### config.mk
export PLATFORM = sky130hd
export DESIGN_NAME = modular_arithmetic_unit
export DESIGN_NICKNAME = d
export VERILOG_FILES = /design/src/hdl/mau_pkg.sv /design/src/hdl/mau_datapath.sv /design/src/hdl/mau_ctrl.sv /design/src/hdl/modular_arithmetic_unit.sv
export SDC_FILE = /design/constraint.sdc
export NUM_CORES = 2
export LEC_CHECK = 0
export BUFFER_PORTS_ARGS = -buffer_cell sky130_fd_sc_hd__buf_2
export CORE_MARGIN = 4
export CORE_UTILIZATION = 56
export DETAILED_ROUTE_END_ITERATION = 10
export PLACE_DENSITY = 0.77
export SLEW_MARGIN = 20
export SYNTH_ARGS = -nofsm -noshare
export SYNTH_HDL_FRONTEND = slang
export SYNTH_SLANG_ARGS = --single-unit
### constraint.sdc
create_clock -name clk -period 34.6 [get_ports clk]
set_clock_uncertainty 0.05 [all_clocks]
set_input_delay 6.92 -clock clk [delete_from_list [all_inputs] [get_ports clk]]
set_output_delay 6.92 -clock clk [all_outputs]
set_load 0.1 [all_outputs]
### src/hdl/mau_pkg.sv
// Package for the modular arithmetic unit: command codes, widths, FSM state type, datapath command and status types.
// No dependencies.
`default_nettype none
package mau_pkg;
  localparam int unsigned ModulusBits = 31;
  localparam int unsigned OperandBits = 63;
  localparam int unsigned CmdBits     = 3;

  typedef enum logic [CmdBits-1:0] {
    CMD_ADD = 3'd0,
    CMD_SUB = 3'd1,
    CMD_MUL = 3'd2,
    CMD_POW = 3'd3,
    CMD_DIV = 3'd4
  } cmd_t;

  typedef enum logic [3:0] {
    ST_IDLE,
    ST_RED_A,
    ST_RED_B,
    ST_DECIDE,
    ST_MUL_ACC,
    ST_MUL_SQ,
    ST_SHIFT,
    ST_FINAL,
    ST_DONE
  } state_t;

  // Datapath operations issued by the controller.
  typedef enum logic [3:0] {
    OP_NONE,
    OP_LOAD,
    OP_RED_A_START,
    OP_RED_B_START,
    OP_ADD,
    OP_SUB,
    OP_MUL_AB_START,
    OP_POW_SETUP,
    OP_DIV_SETUP,
    OP_MUL_ACC_START,
    OP_MUL_SQ_START,
    OP_SHIFT,
    OP_DIV_FINAL_START,
    OP_ZERO
  } dp_op_t;

  typedef struct packed {
    dp_op_t op;
  } dp_cmd_t;

  typedef struct packed {
    logic busy;      // reduction or multiply in progress
    logic exp_zero;  // exponent register is zero
    logic exp_lsb;   // current exponent bit
    logic mod_zero;  // modulus is zero
  } dp_status_t;
endpackage
`default_nettype wire

### src/hdl/mau_datapath.sv
// Datapath: operand registers, a shared 1-bit-per-cycle shift-subtract reducer
// and the exponent register. Depends on mau_pkg.
`default_nettype none
module mau_datapath #(
  parameter int unsigned MODULUS_BITS = mau_pkg::ModulusBits
) (
  input  wire logic                              clk,
  input  wire logic                              rst_n,
  input  wire mau_pkg::dp_cmd_t                  cmd,
  input  wire logic [mau_pkg::CmdBits-1:0]       in_command,
  input  wire logic [mau_pkg::OperandBits-1:0]   in_operand_a,
  input  wire logic [mau_pkg::OperandBits-1:0]   in_operand_b,
  input  wire logic [MODULUS_BITS-1:0]           in_modulus,
  output mau_pkg::dp_status_t                    status,
  output logic [MODULUS_BITS-1:0]                res
);
  import mau_pkg::*;
  localparam int unsigned MB = MODULUS_BITS;
  localparam int unsigned OB = OperandBits;
  localparam int unsigned CW = $clog2(OB + 1);

  logic [MB-1:0] m_r, ar_r, br_r, acc_r, sq_r, res_r;
  logic [OB-1:0] a_r, exp_r;
  // Reducer: remainder of a value shifted in MSB first.
  logic [OB-1:0] src_r;
  logic [MB:0]   rem_r;
  logic [CW-1:0] cnt_r;
  logic          busy_r;
  logic [1:0]    dst_r; // 0:ar 1:br 2:acc 3:sq

  localparam logic [1:0] DstA = 2'd0, DstB = 2'd1, DstAcc = 2'd2, DstSq = 2'd3;

  logic [MB:0]   shl;
  logic [MB:0]   rem_nxt;
  logic [2*MB-1:0] prod;
  logic [MB:0]   sum;

  assign shl = {rem_r[MB-1:0], src_r[OB-1]};
  assign rem_nxt = (shl >= {1'b0, m_r}) ? shl - {1'b0, m_r} : shl;
  assign sum = {1'b0, ar_r} + {1'b0, br_r};

  task automatic start_red(input logic [OB-1:0] v, input logic [CW-1:0] n,
                           input logic [1:0] d);
    src_r  <= v;
    rem_r  <= '0;
    cnt_r  <= n;
    busy_r <= 1'b1;
    dst_r  <= d;
  endtask

  // Product is registered before it enters the reducer.
  logic [MB-1:0] mx, my;
  logic [2*MB-1:0] prod_r;
  logic          mul_pend_r;
  logic [1:0]    mul_dst_r;
  assign prod = mx * my;

  always_ff @(posedge clk) begin
    if (!rst_n) begin
      busy_r     <= 1'b0;
      mul_pend_r <= 1'b0;
    end else begin
      if (mul_pend_r) begin
        mul_pend_r <= 1'b0;
        // Align the product to the top so it shifts out MSB first.
        start_red({prod_r, {(OB-2*MB){1'b0}}}, CW'(2*MB), mul_dst_r);
      end else if (busy_r) begin
        rem_r <= rem_nxt;
        src_r <= {src_r[OB-2:0], 1'b0};
        cnt_r <= cnt_r - 1'b1;
        if (cnt_r == CW'(1)) begin
          busy_r <= 1'b0;
          unique case (dst_r)
            DstA:   ar_r  <= rem_nxt[MB-1:0];
            DstB:   br_r  <= rem_nxt[MB-1:0];
            DstAcc: acc_r <= rem_nxt[MB-1:0];
            default: sq_r <= rem_nxt[MB-1:0];
          endcase
        end
      end
      unique case (cmd.op)
        OP_LOAD: begin
          a_r   <= in_operand_a;
          exp_r <= in_operand_b;
          m_r   <= in_modulus;
        end
        OP_RED_A_START: start_red(a_r, CW'(OB), DstA);
        OP_RED_B_START: start_red(exp_r, CW'(OB), DstB);
        OP_ADD: res_r <= (sum >= {1'b0, m_r}) ? MB'(sum - {1'b0, m_r}) : sum[MB-1:0];
        OP_SUB: res_r <= (ar_r >= br_r) ? MB'(ar_r - br_r) : MB'(ar_r + m_r - br_r);
        OP_MUL_AB_START: begin
          prod_r <= prod; mul_pend_r <= 1'b1; mul_dst_r <= DstAcc;
        end
        OP_POW_SETUP: begin
          acc_r <= MB'(1);
          sq_r  <= ar_r;
        end
        OP_DIV_SETUP: begin
          acc_r <= MB'(1);
          sq_r  <= br_r;
          exp_r <= (m_r >= MB'(2)) ? OB'(m_r - MB'(2)) : '0;
        end
        OP_MUL_ACC_START: begin
          prod_r <= prod; mul_pend_r <= 1'b1; mul_dst_r <= DstAcc;
        end
        OP_MUL_SQ_START: begin
          prod_r <= prod; mul_pend_r <= 1'b1; mul_dst_r <= DstSq;
        end
        OP_SHIFT: exp_r <= exp_r >> 1;
        OP_DIV_FINAL_START: begin
          prod_r <= prod; mul_pend_r <= 1'b1; mul_dst_r <= DstAcc;
        end
        OP_ZERO: res_r <= '0;
        default: ;
      endcase
    end
  end

  // Multiplier operand select.
  always_comb begin
    unique case (cmd.op)
      OP_MUL_AB_START:    begin mx = ar_r;  my = br_r; end
      OP_MUL_ACC_START:   begin mx = acc_r; my = sq_r; end
      OP_MUL_SQ_START:    begin mx = sq_r;  my = sq_r; end
      OP_DIV_FINAL_START: begin mx = ar_r;  my = acc_r; end
      default:            begin mx = '0;    my = '0; end
    endcase
  end

  assign status.busy     = busy_r | mul_pend_r;
  assign status.exp_zero = (exp_r == '0);
  assign status.exp_lsb  = exp_r[0];
  assign status.mod_zero = (m_r == '0);
  // Power with zero exponent returns acc=1 unreduced; others read res or acc.
  assign res = (in_command == CMD_ADD || in_command == CMD_SUB) ? res_r : acc_r;
endmodule
`default_nettype wire

### src/hdl/mau_ctrl.sv
// Controller FSM: sequences reductions and square-and-multiply steps.
// Depends on mau_pkg.
`default_nettype none
module mau_ctrl (
  input  wire logic                         clk,
  input  wire logic                         rst_n,
  input  wire logic                         in_valid,
  input  wire logic [mau_pkg::CmdBits-1:0]  in_command,
  output logic                              in_stall,
  output logic                              out_valid,
  input  wire logic                         out_stall,
  output logic [mau_pkg::CmdBits-1:0]       cmd_q,
  output mau_pkg::dp_cmd_t                  dcmd,
  input  wire mau_pkg::dp_status_t          status
);
  import mau_pkg::*;
  state_t state_r, state_nxt;
  logic [CmdBits-1:0] cmd_r, cmd_nxt;
  logic bad_r, bad_nxt;

  always_ff @(posedge clk) begin
    if (!rst_n) begin
      state_r <= ST_IDLE;
      cmd_r   <= '0;
      bad_r   <= 1'b0;
    end else begin
      state_r <= state_nxt;
      cmd_r   <= cmd_nxt;
      bad_r   <= bad_nxt;
    end
  end

  assign cmd_q = bad_r ? CMD_ADD : cmd_r;

  always_comb begin
    state_nxt = state_r;
    cmd_nxt   = cmd_r;
    bad_nxt   = bad_r;
    dcmd.op   = OP_NONE;
    in_stall  = 1'b1;
    out_valid = 1'b0;
    unique case (state_r)
      ST_IDLE: begin
        // Hold off the sender while reset is applied.
        in_stall = !rst_n;
        if (in_valid) begin
          dcmd.op   = OP_LOAD;
          cmd_nxt   = in_command;
          bad_nxt   = 1'b0;
          state_nxt = ST_RED_A;
        end
      end
      ST_RED_A: begin
        if (status.mod_zero || cmd_r > CMD_DIV) begin
          dcmd.op = OP_ZERO; bad_nxt = 1'b1; state_nxt = ST_DONE;
        end else begin
          dcmd.op = OP_RED_A_START; state_nxt = ST_RED_B;
        end
      end
      ST_RED_B: if (!status.busy) begin
        dcmd.op = OP_RED_B_START; state_nxt = ST_DECIDE;
      end
      ST_DECIDE: if (!status.busy) begin
        unique case (cmd_r)
          CMD_ADD: begin dcmd.op = OP_ADD; state_nxt = ST_DONE; end
          CMD_SUB: begin dcmd.op = OP_SUB; state_nxt = ST_DONE; end
          CMD_MUL: begin dcmd.op = OP_MUL_AB_START; state_nxt = ST_FINAL; end
          CMD_POW: begin dcmd.op = OP_POW_SETUP; state_nxt = ST_MUL_ACC; end
          default: begin dcmd.op = OP_DIV_SETUP; state_nxt = ST_MUL_ACC; end
        endcase
      end
      ST_MUL_ACC: if (!status.busy) begin
        if (status.exp_zero) begin
          if (cmd_r == CMD_DIV) begin
            dcmd.op = OP_DIV_FINAL_START; state_nxt = ST_FINAL;
          end else state_nxt = ST_DONE;
        end else begin
          if (status.exp_lsb) dcmd.op = OP_MUL_ACC_START;
          state_nxt = ST_MUL_SQ;
        end
      end
      ST_MUL_SQ: if (!status.busy) begin
        dcmd.op = OP_MUL_SQ_START; state_nxt = ST_SHIFT;
      end
      ST_SHIFT: if (!status.busy) begin
        dcmd.op = OP_SHIFT; state_nxt = ST_MUL_ACC;
      end
      ST_FINAL: if (!status.busy) state_nxt = ST_DONE;
      ST_DONE: begin
        out_valid = rst_n;
        if (!out_stall) state_nxt = ST_IDLE;
      end
      default: state_nxt = ST_IDLE;
    endcase
  end
endmodule
`default_nettype wire

### src/hdl/modular_arithmetic_unit.sv
// Top level of the modular arithmetic unit: controller plus datapath.
// Depends on mau_pkg, mau_ctrl, mau_datapath.
//
// Usage:
//   Input channel (in_valid/in_stall) transfers command, operand_a,
//   operand_b and modulus. Result channel (out_valid/out_stall) transfers
//   one residue per item. One item is processed at a time; in_stall is high
//   from acceptance until the cycle after the result transfer.
// Operation:
//   Each operand reduction is bit serial over the 63-bit operand, one bit
//   per cycle through the shared shift-subtract reducer. Each modular
//   product is registered from the multiplier, loaded into the reducer and
//   reduced. Power is computed by square-and-multiply over the exponent
//   bits. Divide raises to modulus - 2 (31 bits) and ends with one more
//   product. A zero modulus or an unused command gives a zero result. The
//   next item can transfer in the cycle after the result; the shared
//   reducer sets the rate.
// Reset:
//   Synchronous active-low rst_n returns the controller to idle; any item
//   in flight is dropped and both channels hold off while rst_n is low.
//   A stalled result holds until transferred.
`default_nettype none
module modular_arithmetic_unit #(
  parameter int unsigned MODULUS_BITS = mau_pkg::ModulusBits
) (
  input  wire logic                             clk,
  input  wire logic                             rst_n,
  input  wire logic                             in_valid,
  output logic                                  in_stall,
  input  wire logic [mau_pkg::CmdBits-1:0]      in_command,
  input  wire logic [mau_pkg::OperandBits-1:0]  in_operand_a,
  input  wire logic [mau_pkg::OperandBits-1:0]  in_operand_b,
  input  wire logic [MODULUS_BITS-1:0]          in_modulus,
  output logic                                  out_valid,
  input  wire logic                             out_stall,
  output logic [MODULUS_BITS-1:0]               out_result
);
  import mau_pkg::*;
  dp_cmd_t    dcmd;
  dp_status_t status;
  logic [CmdBits-1:0] cmd_q;

  mau_ctrl u_ctrl (
    .clk, .rst_n, .in_valid, .in_command, .in_stall,
    .out_valid, .out_stall, .cmd_q, .dcmd, .status
  );

  mau_datapath #(.MODULUS_BITS(MODULUS_BITS)) u_dp (
    .clk, .rst_n, .cmd(dcmd), .in_command(cmd_q),
    .in_operand_a, .in_operand_b, .in_modulus, .status, .res(out_result)
  );
endmodule
`default_nettype wire

==> run metrics <==
core box area 108,000 um2; Yosys cell types 87; CP max-delay cell and2_1; final-report hold violation count 0; Setup Viol. Count Final 0; crit share post-route 50.5%; Crit Reg-Reg Endpoint u_dp.prod_r[58]$_DFFE_PP_; Initial Util 56.6%; flop2flop setup slack 21.66 ns; ys async rst share 0%; Lkg Pwr 0.0289 uW; post-CTS setup buffers 0; top post-synthesis cells by count inv_1, fa_1, nor2_1, nand2_1, edfxtp_1; Std-Cell Rows 120; DR iter-0 viols 6,091; Clock H-tree levels 2; Critical R2R Launch u_dp.m_r[12]$_DFFE_PP_; CP max FO 31; via count 49,393; IO Port Bufs 196; main combinational cell family by area after synthesis adder cells; final hold slack 0.418 ns; antenna viol nets, final 0; Rel. slew slack 14.6%; Tmin final 17.48 ns; Die W 338 um; first-pass GRT wire length 306 mm; post-synth top area cell fa_1; post-synth top area share 28.7%; CP max stage delay 1.02 ns; Synth Area in Compound Gates 11.5%; share of layout cells above drive strength 1 7.59%; vias per cell 6.25; max-slew violations 0; WL/cell 25.7 um; Die H 338 um; Worst EP arrival 17.79 ns; Final WS setup 17.12 ns; FF+latch count, synth 487; worst reg2reg path depth 33; Layout area overhead 6.75%; Die Footprint 114,000 um2; Hold Path End u_ctrl.bad_r$_SDFFE_PN0P_; hold crit path type reg -> reg; worst vdd ir 0.0000570 V; worst hold path depth 2; number of synthesized flops with an enable pin 477; worst slew pin tran 1.28 ns; First-pass DRT Iterations 6; Final #Nets 7,896; clock sinks 487; final WL 203 mm; WP data required 34.91 ns; Crit Path Class in -> reg; Detailed Place HPWL 159 mm; Area contributors post-synth fa_1, edfxtp_1, ha_1; GPL Wtd Cong 1.05; Worst setup EP type register; drc violations 0; ys flop type edfxtp_1; TNS Setup 0 ns; post-synthesis xor/xnor area fraction 3.08%; syn nets 7,864; CTS tree yes; P per Cell Area 39.4 nW/um2; initial antenna violation count 8; status completed; Hold Path Origin u_ctrl.bad_r$_SDFFE_PN0P_; cts hold-fix bufs 0; pin count of the biggest net entering global routing 67; CTS resizes 0; count leader, synth inv_1; FMAX 57.2 MHz; total track usage 35.9%; Syn Inst Count 6,416; clk root buf clkbuf_16; vias in the first global route 50,233; pre-CTS WS 16.75 ns; Congestion Overflow GR 0; Clock transition at path regs 0.07 ns; final total power 2560 uW; RSZ-0062 raised after global routing false; crit start category primary input; Post-Syn Area 60,800 um2; Max Cap Viol 0; Synthesis Warnings 0; # IOs 197; mux cell area share after synthesis 2.64%; Synth Area in Adders 37.2%; fraction of the mapped netlist area in simple logic gates 13.0%; post-synthesis area per instance 9.48 um2; Worst path most repeated cell fa_1; Clk Latency, worst-skew pair 0.67 ns; CTS buffer count 54; Seq/Total Area, Yosys 23.9%; maximum clock path buffer count 3
flip-flops by register name (all words and copies together) (netlist names):
register and cells:
u_dp.m_r 31, u_dp.res_r 31, u_dp.a_r 63, u_ctrl.bad_r 1, u_dp.prod_r 62, u_dp.rem_r 31, u_ctrl.cmd_r 3, u_dp.exp_r 63
u_dp.ar_r 31, u_dp.cnt_r 6, u_dp.acc_r 31, u_ctrl.state_r 4, u_dp.br_r 31, u_dp.busy_r 1, u_dp.mul_pend_r 1, u_dp.dst_r 2
u_dp.sq_r 31, u_dp.mul_dst_r 1, u_dp.src_r 63
metrics by stage:
step	cell area (um2)	utilization [%]	instances
floorplan	60800	-	6416
global placement	63100	58.7	7795
detailed placement	63100	58.7	7795
CTS	64900	60.4	7897
global route	64900	60.4	7897
finish	64900	60.4	7899
cells in the final DEF (no fill, tap or decap), types with 46 or more instances in the layout:
cell,synthesis,layout
nor3_1,76,73
a21o_1,84,84
inv_1,1033,1033
nor2_1,754,747
o21ai_0,259,256
nand3_1,46,46
clkbuf_16,0,54
edfxtp_1,477,477
mux2i_1,120,120
a22oi_1,202,202
fa_1,871,871
xnor2_1,160,160
ha_1,413,413
buf_4,17,107
and2_1,55,54
nand2_1,717,717
buf_2,101,196
xor2_1,54,54
a21oi_1,208,206
routing by layer:
layer  track usage [%]  part of all wire, %  up-vias
met4              23.1                  8.1        4
met5                 0                0.035        -
met3              9.53                   13      711
met1              46.0                   36    24412
li1                  -                    -    21051
met2              54.4                   44     3215
power breakdown:
part | internal, uW | switching (uW) | total [uW]
sequential | 877 | 66.3 | 943
combinational | 319 | 691 | 1010
clock | 346 | 258 | 604
kinds of logic after synthesis:
family,count (synthesis)
compound gates,1049
xor+xnor,214
fa+ha+maj,1284
buf+inv,1362
flops,487
mux,156
simple gates,1864
layout make-up:
class                   count  area (um2)
fillers                  9017       42600
diodes                      2        5.00
flip-flops and latches    487       14500
multi-input cells        4567       41100
well taps                1403        1760
clock inverters            37         460
repair buffers            303        1780
clock buffers              65        1390
inverters                1035        3880
worst max-delay path by stage:
| stage | slack [ns] | end | cells after the start | startpoint |
|---|---|---|---|---|
| 6_report | 17.12 | u_dp.prod_r[58]$_DFFE_PP_ | 31 | in_valid |
| 5_1_grt | 16.88 | u_dp.prod_r[58]$_DFFE_PP_ | 32 | in_valid |
| 4_1_cts | 17.41 | u_dp.prod_r[58]$_DFFE_PP_ | 32 | in_valid |
| 3_5_place_dp | 16.75 | u_dp.prod_r[58]$_DFFE_PP_ | 32 | in_valid |
| 3_3_place_gp | 17.07 | u_dp.prod_r[58]$_DFFE_PP_ | 32 | in_valid |
| 2_1_floorplan | 18.94 | u_dp.prod_r[58]$_DFFE_PP_ | 34 | in_valid |
critical path: cells and delay by family:
family / cells / cell delay [ns]
XOR/XNOR: 1 / 0.14
AND/OR/NAND/NOR: 8 / 2.73
adder cells (fa/ha/maj): 9 / 4.48
AO/OA/AOI/OAI: 7 / 2.86
buffers and inverters: 6 / 0.61
(Power assumes the default switching activity.)
